[config.mk]
export PLATFORM = sky130hd
export DESIGN_NAME = shutter_pulse_sequencer
export DESIGN_NICKNAME = d
export VERILOG_FILES = /design/src/hdl/shutpls_pkg.sv /design/src/hdl/shutpls_core.sv /design/src/hdl/shutter_pulse_sequencer.sv
export SDC_FILE = /design/constraint.sdc
export NUM_CORES = 1
export LEC_CHECK = 0
export BUFFER_PORTS_ARGS = -buffer_cell sky130_fd_sc_hd__buf_2
export CAP_MARGIN = 20
export CORE_MARGIN = 4
export CORE_UTILIZATION = 35
export DETAILED_ROUTE_END_ITERATION = 7
export PLACE_DENSITY = 0.52
export SLEW_MARGIN = 30
export SYNTH_ARGS = -nofsm -noshare
export SYNTH_HDL_FRONTEND = slang
export SYNTH_SLANG_ARGS = --single-unit
[constraint.sdc]
create_clock -name clock -period 2.35 [get_ports clock]
set_clock_uncertainty 0.1 [all_clocks]
set_input_delay 0.235 -clock clock [delete_from_list [all_inputs] [get_ports clock]]
set_output_delay 0.235 -clock clock [all_outputs]
set_load 0.005 [all_outputs]
[src/hdl/shutpls_pkg.sv]
`timescale 1ns / 1ps
`default_nettype none
// ----------------------------------------------------------------------------
// Shutter pulse sequencer package
// Shared types and constants for the sequencer core and its top level.
// ----------------------------------------------------------------------------
package shutpls_pkg;

   localparam int unsigned CountWidth = 8;
   localparam int unsigned CsrIndexWidth = 1;

   localparam logic [CsrIndexWidth-1:0] REG_ON_TICKS = 1'd0;
   localparam logic [CsrIndexWidth-1:0] REG_OFF_TICKS = 1'd1;

   localparam logic [CountWidth-1:0] ON_TICKS_RESET = 8'd1;
   localparam logic [CountWidth-1:0] OFF_TICKS_RESET = 8'd3;

   // bridge drive codes: bit 0 open half, bit 1 close half
   localparam logic [1:0] DRIVE_NONE = 2'b00;
   localparam logic [1:0] DRIVE_OPEN = 2'b01;
   localparam logic [1:0] DRIVE_CLOSE = 2'b10;

   typedef struct packed {
      logic drive_open;
      logic drive_close;
      logic open_pending;
      logic close_pending;
      logic is_open;
      logic is_closed;
   } status_type;

endpackage
`default_nettype wire

[src/hdl/shutpls_core.sv]
`timescale 1ns / 1ps
`default_nettype none
// ----------------------------------------------------------------------------
// Shutter pulse sequencer core
// Holds the request latches, done marks, shared pulse and idle counters, the
// bridge drive and the timing registers. Updates the state once per accepted
// word and the timing registers on CSR writes, and presents the updated status.
// ----------------------------------------------------------------------------
module shutpls_core (
   input  wire logic                                   clock,
   input  wire logic                                   reset,
   input  wire logic                                   step,
   input  wire logic                                   open_button,
   input  wire logic                                   close_button,
   input  wire logic                                   tick,
   input  wire logic                                   csr_wr_en,
   input  wire logic [shutpls_pkg::CsrIndexWidth-1:0]  csr_index,
   input  wire logic [shutpls_pkg::CountWidth-1:0]     csr_wdata,
   output shutpls_pkg::status_type                     status_next
);

   logic [shutpls_pkg::CountWidth-1:0] on_ticks_ff;
   logic [shutpls_pkg::CountWidth-1:0] off_ticks_ff;

   logic                               open_req_ff, open_req_in;
   logic                               close_req_ff, close_req_in;
   logic                               opened_ff, opened_in;
   logic                               closed_ff, closed_in;
   logic [shutpls_pkg::CountWidth-1:0] pulse_count_ff, pulse_count_in;
   logic [shutpls_pkg::CountWidth-1:0] idle_count_ff, idle_count_in;
   logic [1:0]                         drive_ff, drive_in;

   logic                               move_done;
   logic [shutpls_pkg::CountWidth-1:0] move_pulse;
   logic [shutpls_pkg::CountWidth-1:0] move_idle;
   logic                               move_drive_keep;
   logic                               open_lat;
   logic                               close_lat;

   // one tick of a move on the shared counters
   always_comb begin
      move_done = 1'b0;
      move_pulse = pulse_count_ff;
      move_idle = idle_count_ff;
      move_drive_keep = 1'b1;
      priority if (pulse_count_ff < on_ticks_ff) begin
         move_pulse = pulse_count_ff + 8'd1;
         move_drive_keep = 1'b0;
      end else if (idle_count_ff < off_ticks_ff) begin
         move_idle = idle_count_ff + 8'd1;
         move_drive_keep = 1'b0;
      end else begin
         move_pulse = '0;
         move_idle = '0;
         move_done = 1'b1;
      end
   end

   always_comb begin
      open_lat = open_req_ff | open_button;
      close_lat = close_req_ff | close_button;
      open_req_in = open_lat;
      close_req_in = close_lat;
      opened_in = opened_ff;
      closed_in = closed_ff;
      pulse_count_in = pulse_count_ff;
      idle_count_in = idle_count_ff;
      drive_in = drive_ff;
      if (tick) begin
         priority if (open_lat) begin
            close_req_in = 1'b0;
            closed_in = 1'b0;
            if (!opened_ff) begin
               pulse_count_in = move_pulse;
               idle_count_in = move_idle;
               if (!move_drive_keep) begin
                  drive_in = (move_pulse != pulse_count_ff) ? shutpls_pkg::DRIVE_OPEN
                                                            : shutpls_pkg::DRIVE_NONE;
               end
               if (move_done) begin
                  open_req_in = 1'b0;
                  opened_in = 1'b1;
               end
            end else begin
               open_req_in = 1'b0;
            end
         end else if (close_lat) begin
            opened_in = 1'b0;
            if (!closed_ff) begin
               pulse_count_in = move_pulse;
               idle_count_in = move_idle;
               if (!move_drive_keep) begin
                  drive_in = (move_pulse != pulse_count_ff) ? shutpls_pkg::DRIVE_CLOSE
                                                            : shutpls_pkg::DRIVE_NONE;
               end
               if (move_done) begin
                  close_req_in = 1'b0;
                  closed_in = 1'b1;
               end
            end else begin
               close_req_in = 1'b0;
            end
         end else begin
            drive_in = drive_ff;
         end
      end
   end

   always_ff @(posedge clock) begin
      if (reset) begin
         on_ticks_ff <= shutpls_pkg::ON_TICKS_RESET;
         off_ticks_ff <= shutpls_pkg::OFF_TICKS_RESET;
      end else if (csr_wr_en) begin
         unique case (csr_index)
            shutpls_pkg::REG_ON_TICKS: on_ticks_ff <= csr_wdata;
            shutpls_pkg::REG_OFF_TICKS: off_ticks_ff <= csr_wdata;
            default: ;
         endcase
      end
   end

   always_ff @(posedge clock) begin
      if (reset) begin
         open_req_ff <= 1'b0;
         close_req_ff <= 1'b0;
         opened_ff <= 1'b0;
         closed_ff <= 1'b0;
         pulse_count_ff <= '0;
         idle_count_ff <= '0;
         drive_ff <= shutpls_pkg::DRIVE_NONE;
      end else if (step) begin
         open_req_ff <= open_req_in;
         close_req_ff <= close_req_in;
         opened_ff <= opened_in;
         closed_ff <= closed_in;
         pulse_count_ff <= pulse_count_in;
         idle_count_ff <= idle_count_in;
         drive_ff <= drive_in;
      end
   end

   assign status_next.drive_open = drive_in[0];
   assign status_next.drive_close = drive_in[1];
   assign status_next.open_pending = open_req_in;
   assign status_next.close_pending = close_req_in;
   assign status_next.is_open = opened_in;
   assign status_next.is_closed = closed_in;

endmodule
`default_nettype wire

[src/hdl/shutter_pulse_sequencer.sv]
`timescale 1ns / 1ps
`default_nettype none
// ----------------------------------------------------------------------------
// Shutter pulse sequencer
// Latches open and close requests and pulses an H-bridge half on tick words.
//
// Input channel req_*: one word per sample with the two buttons and the
// tenth-second tick flag. Result channel rsp_*: one word per input word with
// the bridge drive, the pending requests and the open and closed marks as
// they stand after that sample.
// Latency: the result is valid the cycle after the input word is accepted.
// Throughput: one word per cycle unless the receiver stalls; the state update is a single pass from the
// state registers to the result register.
// Stall: req_ready stays high while the result register is empty or is being
// taken; when the receiver holds rsp_ready low the result holds and req_ready
// drops until it is taken.
// Reset: requests, marks, counters and drive clear, the result register is
// empty, on_ticks reads 1 and off_ticks reads 3.
// Config: csr_wr_en writes register csr_index (0 on_ticks, 1 off_ticks).
// ----------------------------------------------------------------------------
module shutter_pulse_sequencer (
   input  wire logic                                  clock,
   input  wire logic                                  reset,
   input  wire logic                                  req_valid,
   output      logic                                  req_ready,
   input  wire logic                                  req_open_button,
   input  wire logic                                  req_close_button,
   input  wire logic                                  req_tick,
   output      logic                                  rsp_valid,
   input  wire logic                                  rsp_ready,
   output      logic                                  rsp_drive_open,
   output      logic                                  rsp_drive_close,
   output      logic                                  rsp_open_pending,
   output      logic                                  rsp_close_pending,
   output      logic                                  rsp_is_open,
   output      logic                                  rsp_is_closed,
   input  wire logic                                  csr_wr_en,
   input  wire logic [shutpls_pkg::CsrIndexWidth-1:0] csr_index,
   input  wire logic [shutpls_pkg::CountWidth-1:0]    csr_wdata
);

   logic                    accept;
   logic                    rsp_valid_ff;
   shutpls_pkg::status_type status_next;
   shutpls_pkg::status_type rsp_data_ff;

   assign req_ready = !rsp_valid_ff || rsp_ready;
   assign accept = req_valid && req_ready;

   shutpls_core u_core (
      .clock        (clock),
      .reset        (reset),
      .step         (accept),
      .open_button  (req_open_button),
      .close_button (req_close_button),
      .tick         (req_tick),
      .csr_wr_en    (csr_wr_en),
      .csr_index    (csr_index),
      .csr_wdata    (csr_wdata),
      .status_next  (status_next)
   );

   always_ff @(posedge clock) begin
      if (reset) begin
         rsp_valid_ff <= 1'b0;
      end else if (accept) begin
         rsp_valid_ff <= 1'b1;
      end else if (rsp_ready) begin
         rsp_valid_ff <= 1'b0;
      end
   end

   always_ff @(posedge clock) begin
      if (accept) begin
         rsp_data_ff <= status_next;
      end
   end

   assign rsp_valid = rsp_valid_ff;
   assign rsp_drive_open = rsp_data_ff.drive_open;
   assign rsp_drive_close = rsp_data_ff.drive_close;
   assign rsp_open_pending = rsp_data_ff.open_pending;
   assign rsp_close_pending = rsp_data_ff.close_pending;
   assign rsp_is_open = rsp_data_ff.is_open;
   assign rsp_is_closed = rsp_data_ff.is_closed;

endmodule
`default_nettype wire

Word level (Yosys, flattened, before mapping)

Cells that the tools add are included.

Flip-flop bits (word level): 45
Input port bits: 17
Output and inout bits: 8
Word-level logic and storage cells: 76

Add/subtract/negate cells: 2
Order comparisons: 2
Equality and inequality tests: 3
Muxes and demuxes: 42
Bitwise gates (word level): 3
Reduce and logical (&&, ||, !) cells: 8

Operators by type and width:

| kind                | count |
|---|---|
| $mux 8              | 12 |
| $mux 1              | 22 |
| $add 8x1->8 const B | 2 |
| $lt 8x8->1          | 2 |
| $mux 2              | 8 |
| $ne 8x8->1          | 1 |
| $reduce_and 5->1    | 1 |
| $ne 2x2->1 const B  | 2 |
| $reduce_and 2->1    | 2 |
| $reduce_bool 2->1   | 2 |
| $or 1x1->1          | 2 |
| $logic_and 1x1->1   | 1 |
| $logic_not 1->1     | 1 |
| $logic_or 1x1->1    | 1 |
| $not 1->1           | 1 |

Logic depth before layout (Yosys ltp)

Gate-level depths: netlist of run 1.

Depth after elaboration: 10
Gate-level depth with buffers: 9
Mapped depth without buffers: 7

Hierarchy

From an unflattened synthesis of run 1, not the netlist that was laid out.

Cells, all modules: 294
Area, all modules: 2422.3 sq um

Modules (own cells, without submodules):

| module                  | instances | cells each | area an instance (sq um) | seq. area each (sq um) |
|---|---|---|---|---|
| shutpls_core            | 1         | 283        | 2187.1                   | 760.7 |
| shutter_pulse_sequencer | 1         | 11         | 235.2                    | 200.2 |

Least setup slack after synthesis of run 1

OpenSTA, ideal clock, no wires.

Kind: reg-to-reg
From: register u_core.pulse_count_ff[4] in the netlist's numbering
To: register rsp_data_ff, in the netlist rsp_drive_close (data pin)
Setup time: 0.128 ns
Arrival: 1.986 ns
Required time: 2.122 ns
Path slack: 0.135 ns
Cell stages (with the launch flop): 7
Path buffers: 0
Period minus slack after synthesis: 2.215 ns
Path through: dfxtp_1 > ha_1 > a21o_1 > a221o_1 > a41o_1 > or3_1 > a21bo_1

RTL lines:

| item                   | RTL line                      | source |
|---|---|---|
| start, declared        | shutpls_core.sv:29            | `logic [shutpls_pkg::CountWidth-1:0] pulse_count_ff, pulse_count_in;` |
| start signal, assigned | shutpls_core.sv:136           | `pulse_count_ff <= pulse_count_in;` |
| end signal, assigned   | shutter_pulse_sequencer.sv:75 | `rsp_data_ff <= status_next;` |
| end, declared          | shutter_pulse_sequencer.sv:45 | `shutpls_pkg::status_type rsp_data_ff;` |

==> impl_metrics.yaml, run 1 <==
floorplan:
  die-area_um2: 8400
  fp.coreArea_um2: 6790
  initial_core_util: 0.361
  die_h_um: 91.7
  io_pins: 25
  die_x_um: 91.7
  rows: 30
grt:
  grt_usage: 0.154
  antenna_found_initial: 0
  overflow: 0
  grt_pass1_wl_mm: 10.4
  grt_max_degree: 33
  grt_pass1_vias: 2117
setup_path:
  critPathKind: "reg -> reg"
  cp_data_arrival_time_ns: 2.34
  cp-start-kind: "flip-flop"
  worst_ep_required_time_ns: 2.43
  crit_start: "u_core.pulse_count_ff[4]"
  r2r-start: "u_core.pulse_count_ff[4]"
  cp_max_fo: 5
  reg2reg_setup_slack_ns: 0.1
  cp-end-kind: "flip-flop"
  r2r_end: "rsp_drive_close"
  rr_worst_depth: 6
synthesis:
  ys_warn_count: 0
  synth_edf_count: 6
  ys_seq_area_frac: 0.392
  synthesis.area_um2: 2450
  synth.avg_cell_area_um2: 8.39
  syn_inst: 292
  synthesis.nets: 325
  ys_ff_latch: 45
  async_flop_share: 0
  synth_cell_type_count: 49
  ys.flop_type: "dfxtp_1"
min_path:
  worstHoldStart: "csr_wdata[0]"
  min_path_type: "in -> reg"
  worstHoldPathCells: 3
  whs_endpoint: "u_core.off_ticks_ff[0]"
layout:
  stdcell_count: 427
  layout_common_cells: "nand2_1, dfxtp_1, a21oi_1"
  drive_gt1_frac: 0.233
  synthToLayoutAreaGrowth_pct: 20.3
  final_common_cell: "nand2_1"
  nets: 363
  antenna_cells: 0
sta:
  max_slew_margin: 0.685
  drv_slew: 0
  period_share: 0.958
  hold_viol: 0
  tns_ns: 0
  setup_viol: 0
  fmax_ghz: 0.444
  worstMarginPinSlew_ns: 0.470
  final.min_clock_period_ns: 2.25
  timing.final.ws_setup_ns: 0.0989
  rsz0062_at_grt: "no"
placement:
  io_buffers: 24
  gp_congestion: 0.763
  hpwl_mm: 4.55
  place_ws_ns: 0.0307
  dp_cells: 417
clock_network:
  cts-buffers-inserted: 5
  cts-root-buf: "clkbuf_8"
  cts_max_level: 2
  cts_tree: "yes"
  clk_path_buf_depth: 2
  clk_pin_slew_ns: 0.09
  clkSinkCount: 45
  clock_latency_ns: 0.30
routing:
  viasPerCell: 5.15
  drtAntennaViolNets: 0
  first_pass_iters: 4
  dr_total_vias: 2201
  drt_iter0_markers: 157
  routedWlPerCell_um: 14.8
  drc: 0
  drt_wl_total_mm: 6.31
pwr:
  ir_drop_uv: 321
  leakage_nw: 1.18
  powerDensity_nw_per_um2: 538
run_status:
  status: "finished clean"
run:
  cap_violations: 0
-- metrics by stage --
step / util / total power [W] / hold slack, ns / cell area (µm²)
5_1_grt: 0.434 / 0.00167 / 0.0783 / 2950
4_1_cts: 0.420 / 0.00160 / 0.0506 / 2850
2_1_floorplan: - / 0.00100 / 0.259 / 2450
6_report: 0.434 / 0.00159 / 0.0646 / 2950
3_3_place_gp: 0.406 / 0.00109 / 0.338 / 2760
3_5_place_dp: 0.406 / 0.00109 / 0.346 / 2760
-- cell type report --
type | instances | area (µm²)
clock inverter | 3 | 17.5
clock buffer | 5 | 68.8
fill | 702 | 3850
timing repair buffer | 44 | 270
tap | 96 | 120
inverter | 26 | 97.6
multi-input combinational | 208 | 1410
sequential | 45 | 967
-- critical path, stage by stage (launching register included) --
cell     delay, ns
dfxtp_1       0.41
ha_4          0.25
a21o_1        0.18
a221o_1       0.34
a41o_1        0.29
or3_4         0.39
a21bo_1       0.18
-- routing by layer --
metal | wire length (µm) | vias up | global-route usage
li1 | - | 1134 | -
met1 | 3030 | 1021 | 0.212
met2 | 2970 | 41 | 0.243
met3 | 239 | 5 | 0.0295
met4 | 61 | 0 | 0.0515
met5 | 0 | - | 0
-- cells by family (layout without fill, tap and decap cells) --
logic type	count (synthesis)	after routing	synth area share
compound gates	86	86	0.236
fa+ha+maj	16	16	0.0817
buf+inv	39	78	0.0674
flops	45	45	0.392
mux	1	1	0.00460
simple gates	105	105	0.218
-- synth_stat cells (all sizes together) (2+ instances only) --
master	number	area share
edfxtp	6	0.074
o21ai	13	0.027
nand4	7	0.018
nor2b	4	0.010
dfxtp	39	0.32
clkbuf	8	0.012
buf	5	0.015
nand2b	2	0.0051
nor4	2	0.0051
a221o	2	0.0082
and3	6	0.015
a21o	6	0.018
nand2	44	0.070
nand3	14	0.029
a31oi	2	0.0051
a21oi	35	0.076
or2	2	0.0051
nor3	6	0.014
ha	16	0.082
o32ai	8	0.029
nor2	4	0.0061
a211oi	3	0.0092
inv	26	0.040
and2	2	0.0051
or4	3	0.011
o211ai	3	0.0092
a41oi	2	0.010
or3	8	0.020
-- timing repair --
action,4_1_cts,5_1_grt
hold buffers,0,0
endpoints found under the setup margin,1,21
pin swaps,0,3
buffers inserted,1,1
gates resized for setup,0,17
-- how the worst max path moves through the flow --
| stage | to | slack (ns) | cells after the start |
|---|---|---|---|
| 6_report | rsp_drive_close | 0.1 | 6 |
| 5_1_grt | rsp_drive_close | 0.001 | 7 |
| 4_1_cts | rsp_drive_close | 0.02 | 7 |
| 3_5_place_dp | rsp_drive_close | 0.03 | 7 |
| 3_3_place_gp | rsp_drive_close | 0.08 | 7 |
| 2_1_floorplan | rsp_drive_close | 0.14 | 6 |
-- report_power, final --
| part | internal [W] | leakage [nW] | total, W | switching (W) |
|---|---|---|---|---|
| Sequential | 0.000811 | 0.379 | 0.000828 | 0.0000169 |
| Clock | 0.000206 | 0.0439 | 0.000492 | 0.000286 |
| Combinational | 0.000107 | 0.757 | 0.000266 | 0.000160 |
| Total | 0.00112 | 1.18 | 0.00159 | 0.000463 |
-- registers in the layout, indices dropped and copies added (netlist names) --
name / cells
u_core.on_ticks_ff: 8
u_core.closed_ff: 1
u_core.opened_ff: 1
rsp_close_pending: 1
rsp_open_pending: 1
u_core.open_req_ff: 1
rsp_is_open: 1
rsp_is_closed: 1
rsp_drive_open: 1
u_core.drive_ff: 2
u_core.idle_count_ff: 8
rsp_valid: 1
u_core.close_req_ff: 1
u_core.off_ticks_ff: 8
rsp_drive_close: 1
u_core.pulse_count_ff: 8
Power figures use the tool's default switching activity.
==> run 2, diff against run 1 <==
CELL_PAD_IN_SITES_DETAIL_PLACEMENT = 1   (was not set)
CELL_PAD_IN_SITES_GLOBAL_PLACEMENT = 1   (was not set)
PLACE_DENSITY = 0.66   (was 0.52)
==> run 2 against run 1 <==
Register-to-register slack about the same. Utilization is 1.3 points lower. Die area unchanged. Sequential power is essentially flat. Critical endpoint unchanged. Worst hold slack better by 0.0014 ns. Via count is 3.0% higher. Sequential cell count unchanged. Routed wire length increased by 3.3%. Non-clock buffer count fell by 5. Highest routed layer unchanged. Largest cell class unchanged. Count of clock-buffer cells in the layout increased by 3.
==> impl_metrics.yaml, run 2 (same netlist as run 1, synthesis figures left out) <==
run_status:
  status: "finished clean"
pwr:
  power_switching_w: 0.000447
  pwr-share-seq: 0.525
  switching_share: 0.283
  power_w: 0.00158
  powerDensity_nw_per_um2: 551
  leakage_nw: 1.14
  power.internal_w: 0.00113
  ir_drop_uv: 236
  pwr-share-comb: 0.169
  power.share.clock: 0.306
placement:
  hpwl_mm: 4.87
  io_buffers: 24
  gp_congestion: 0.797
  dp_cells: 413
routing:
  drc: 0
  drt_wl_total_mm: 6.51
  first_pass_iters: 4
  dr_total_vias: 2268
  routedWlPerCell_um: 15.4
  drt_iter0_markers: 108
  viasPerCell: 5.37
  drtAntennaViolNets: 0
layout:
  nets: 358
  final_common_cell: "nand2_1"
  post-route-util: 0.421
  layout_common_cells: "nand2_1, dfxtp_1, a21oi_1"
  antenna_cells: 0
  synthToLayoutAreaGrowth_pct: 16.8
  stdcell_count: 422
  drive_gt1_frac: 0.193
clock_network:
  cts_tree: "yes"
  hold_buffers: 0
  clk_pin_slew_ns: 0.09
  clk_path_buf_depth: 2
  clkSinkCount: 45
  cts-buffers-inserted: 5
  cts_max_level: 2
  clock_latency_ns: 0.30
  cts-root-buf: "clkbuf_8"
grt:
  grt_usage: 0.163
  grt_pass1_vias: 2283
  use_met1: 0.200
  antenna_found_initial: 0
  grt_max_degree: 33
  overflow: 0
  top_usage_layer: "met2"
  grtUsageMet3: 0.0427
  grtUsageMet2: 0.276
  grt_pass1_wl_mm: 10.9
floorplan:
  io_pins: 25
  die-area_um2: 8400
  initial_core_util: 0.361
  die_x_um: 91.7
  rows: 30
  fp.coreArea_um2: 6790
  die_h_um: 91.7
run:
  cap_violations: 0
sta:
  fmax_ghz: 0.442
  setup_viol: 0
  rsz0062_at_grt: "yes"
  hold_viol: 0
  final.min_clock_period_ns: 2.26
  worstMarginPinSlew_ns: 0.490
  period_share: 0.962
  fin_hold_ws_ns: 0.0660
  tns_ns: 0
  max_slew_margin: 0.673
  drv_slew: 0
setup_path:
  cp_data_arrival_time_ns: 2.34
  critPathKind: "reg -> reg"
  cp-end-kind: "flip-flop"
  worst_ep_required_time_ns: 2.43
  cp_max_fo: 6
  cp-start-kind: "flip-flop"
min_path:
  min_path_type: "in -> reg"
-- run 2: worst paths after layout --
| check | cells past startpoint | slack (ns) | start | to |
|---|---|---|---|---|
| worst max-delay path | 6 | 0.09 | u_core.pulse_count_ff[7] | rsp_drive_close |
| worst min-delay path | 3 | 0.07 | csr_wdata[0] | u_core.off_ticks_ff[0] |
| worst max register to register | 6 | 0.09 | u_core.pulse_count_ff[7] | rsp_drive_close |
| worst min register to register | 2 | 0.36 | u_core.on_ticks_ff[7] | u_core.on_ticks_ff[7] |
-- run 2: area by class of cell --
type,count,area (µm²)
Fill cell,829,3930
Clock buffer,8,80.1
Sequential cell,45,966
Timing Repair Buffer,39,245
Tap cell,96,120
Multi-Input combinational cell,208,1350
Inverter,26,97.6
-- run 2: what timing repair did --
action	CTS	global route
pin swaps	0	1
setup endpoints to repair	2	12
resized for setup	3	5
buffers inserted	0	1
-- run 2: critical path, stage by stage, from the launching register on --
cell and delay [ns]:
dfxtp_1 0.34, ha_1 0.32, and3_4 0.20, a221o_1 0.33, a41o_4 0.29, or3_1 0.39
a21bo_1 0.18
-- run 2: power groups by stage --
| stage | clock [W] | combinational [W] | sequential [W] |
|---|---|---|---|
| floorplan | 0 | 0.000160 | 0.000843 |
| global placement | 0 | 0.000252 | 0.000845 |
| detailed placement | 0 | 0.000256 | 0.000846 |
| CTS | 0.000492 | 0.000262 | 0.000828 |
| global route | 0.000539 | 0.000296 | 0.000833 |
| finish | 0.000483 | 0.000267 | 0.000828 |
-- run 2: metrics by stage --
| step | setup WS [ns] | instance area [µm²] |
|---|---|---|
| global route | -0.0201 | 2860 |
| CTS | 0.0395 | 2840 |
| finish | 0.0896 | 2860 |
| global placement | 0.0545 | 2740 |
| detailed placement | -0.0433 | 2740 |
| floorplan | 0.135 | 2450 |
-- run 2: per-layer routing --
metal  share of wire  vias to the layer above
met5               0                        -
met1            0.47                     1087
met4           0.010                        0
met3           0.047                        8
li1                -                     1125
met2            0.48                       48
==> run 3, diff against run 2 <==
ABC_AREA = 1   (was not set)
PLACE_DENSITY = 0.68   (was 0.66)
==> run 3 against run 2 <==
Utilization is essentially flat. Total power grew 8.0%. Via count grew 0.53%. Routed wire length shrank 2.5%. Cell count grew 12%. Critical path depth grew 8. Fmax grew 4.8%. Area after synthesis grew 1.6%. Count of clock-buffer cells in the layout shrank 1. Worst setup slack gained 0.10 ns. Sequential power grew 2%. Die area grew 1.5%. Highest routed layer unchanged.
==> impl_metrics.yaml, run 3 <==
run:
  cap_violations: 0
setup_path:
  cp_data_arrival_time_ns: 2.11
  cp_max_fo: 11
  cp-endpoint: "rsp_drive_close"
  reg2reg_setup_slack_ns: 0.19
  r2r_end: "rsp_drive_close"
  cp-start-kind: "flip-flop"
  rr_worst_depth: 14
  r2r-start: "u_core.on_ticks_ff[5]"
  crit_start: "u_core.on_ticks_ff[5]"
  worst_ep_required_time_ns: 2.30
  cp-end-kind: "flip-flop"
  critPathKind: "reg -> reg"
grt:
  grt_usage: 0.159
  grt_pass1_wl_mm: 10.8
  grt_pass1_vias: 2316
  antenna_found_initial: 0
  grt_max_degree: 23
  overflow: 0
synthesis:
  ys_seq_area_frac: 0.386
  synth_top_family_by_area: "simple AND/OR/NAND/NOR gates"
  synthesis.nets: 377
  synthAdderAreaFrac: 0.0804
  ys.flop_type: "dfxtp_1"
  synth_compound_area_frac: 0.166
  synth.area.mux_share: 0
  synth-simple-area-share: 0.257
  synth.avg_cell_area_um2: 7.24
  async_flop_share: 0
  syn_inst: 344
  synthTopCellsByCount: "nand2_1, inv_1, dfxtp_1"
  ys_warn_count: 0
  yosysTopAreaCell: "dfxtp_1"
  synthesis.area_um2: 2490
  synth_top_area_frac: 0.314
  synth_cell_type_count: 35
  ys_ff_latch: 45
  synth_edf_count: 6
  ys_top_cells_by_area: "dfxtp_1, nand2_1, ha_1, inv_1, edfxtp_1"
  synthXorXnorAreaFrac: 0.00352
  synth_most_common_cell: "nand2_1"
run_status:
  status: "finished clean"
clock_network:
  cts_setup_buffers: 0
  clk_path_buf_depth: 2
  cts-buffers-inserted: 5
  clk_pin_slew_ns: 0.09
  cts-root-buf: "clkbuf_8"
  cts_max_level: 2
  cts_tree: "yes"
  clock_latency_ns: 0.30
  clkSinkCount: 45
placement:
  io_buffers: 24
  placed_area_um2: 2750
  hpwl_mm: 4.95
  gp_congestion: 0.831
floorplan:
  die_h_um: 92.3
  io_pins: 25
  die-area_um2: 8530
  fp.coreArea_um2: 6870
  die_x_um: 92.3
  initial_core_util: 0.362
  rows: 30
sta:
  worstMarginPinSlew_ns: 0.412
  period_share: 0.918
  final.min_clock_period_ns: 2.16
  drv_slew: 0
  hold_viol: 0
  fmax_ghz: 0.464
  setup_viol: 0
  max_slew_margin: 0.724
  tns_ns: 0
pwr:
  ir_drop_uv: 259
  leakage_nw: 1.36
  power_w: 0.00170
  powerDensity_nw_per_um2: 589
routing:
  dr_total_vias: 2280
  drtAntennaViolNets: 0
  viasPerCell: 4.82
  drt_iter0_markers: 52
  drt_wl_total_mm: 6.35
  routedWlPerCell_um: 13.4
  first_pass_iters: 4
  drc: 0
layout:
  final_common_cell: "nand2_1"
  multi_input_area_um2: 1290
  layout_common_cells: "nand2_1, inv_1, dfxtp_1"
  fill_cells: 898
  nets: 409
  fin_area_um2: 2890
  drive_gt1_frac: 0.183
  antenna_cells: 0
  seq_area_um2: 963
  synthToLayoutAreaGrowth_pct: 16.2
min_path:
  worstHoldStart: "csr_wdata[0]"
  min_path_type: "in -> reg"
  worstHoldPathCells: 3
run 3: power by group:
part           switching, W  total (W)  internal [W]
sequential        0.0000199   0.000843      0.000823
combinational      0.000179   0.000275     0.0000962
clock              0.000281   0.000586      0.000304
run 3: worst max-delay path: stages, from the launching register on:
cell	delay, ns
dfxtp_1	0.32
inv_1	0.05
ha_1	0.28
a21oi_1	0.13
nor2_1	0.08
nor3_4	0.17
nand2_4	0.15
nand2_8	0.12
nor2_1	0.06
nor2_1	0.08
nand2_1	0.05
nor2_1	0.10
nand2_1	0.06
nand2_1	0.07
nand2_1	0.05
run 3: cell type report:
cell class | count | area share
inverter | 58 | 0.0761
clock buffer | 7 | 0.0372
multi-input combinational | 233 | 0.445
timing repair buffer | 33 | 0.0649
clock inverter | 1 | 0.00216
tap | 96 | 0.0415
sequential | 45 | 0.333
run 3: metrics by stage:
stage / hold WS [ns] / utilization / setup WS [ns] / std cells
CTS: 0.0483 / 0.417 / 0.0423 / 473
finish: 0.0571 / 0.421 / 0.193 / 473
global placement: 0.348 / 0.401 / 0.0745 / 465
global route: 0.0652 / 0.421 / -0.000467 / 473
detailed placement: 0.357 / 0.401 / 0.0534 / 465
floorplan: 0.248 / - / 0.249 / 344
run 3: what timing repair did:
action,CTS,global route
resized for setup,0,9
setup endpoints to repair,0,4
hold buffers,0,0
run 3: kinds of logic (layout without fill, tap and decap cells):
kind of cell,Yosys count,after routing
simple gates,140,140
compound gates,76,76
buf+inv,66,99
flops,45,45
fa+ha+maj,16,16
xor+xnor,1,1
run 3: how the worst min path moves through the flow:
| stage | endpoint | slack, ns |
|---|---|---|
| global route | u_core.off_ticks_ff[0] | 0.07 |
| detailed placement | u_core.on_ticks_ff[0] | 0.36 |
| finish | u_core.off_ticks_ff[0] | 0.06 |
| global placement | u_core.on_ticks_ff[5] | 0.35 |
| floorplan | u_core.off_ticks_ff[0] | 0.25 |
| CTS | u_core.off_ticks_ff[0] | 0.05 |
run 3: per-layer routing:
| metal | wire [µm] | vias to the layer above | global-route usage | share of wire |
|---|---|---|---|---|
| met5 | 0 | - | 0 | 0 |
| met4 | 98 | 0 | 0.0520 | 0.015 |
| met3 | 175 | 7 | 0.0292 | 0.028 |
| met2 | 3010 | 31 | 0.269 | 0.47 |
| met1 | 3060 | 1062 | 0.205 | 0.48 |
| li1 | - | 1180 | - | - |
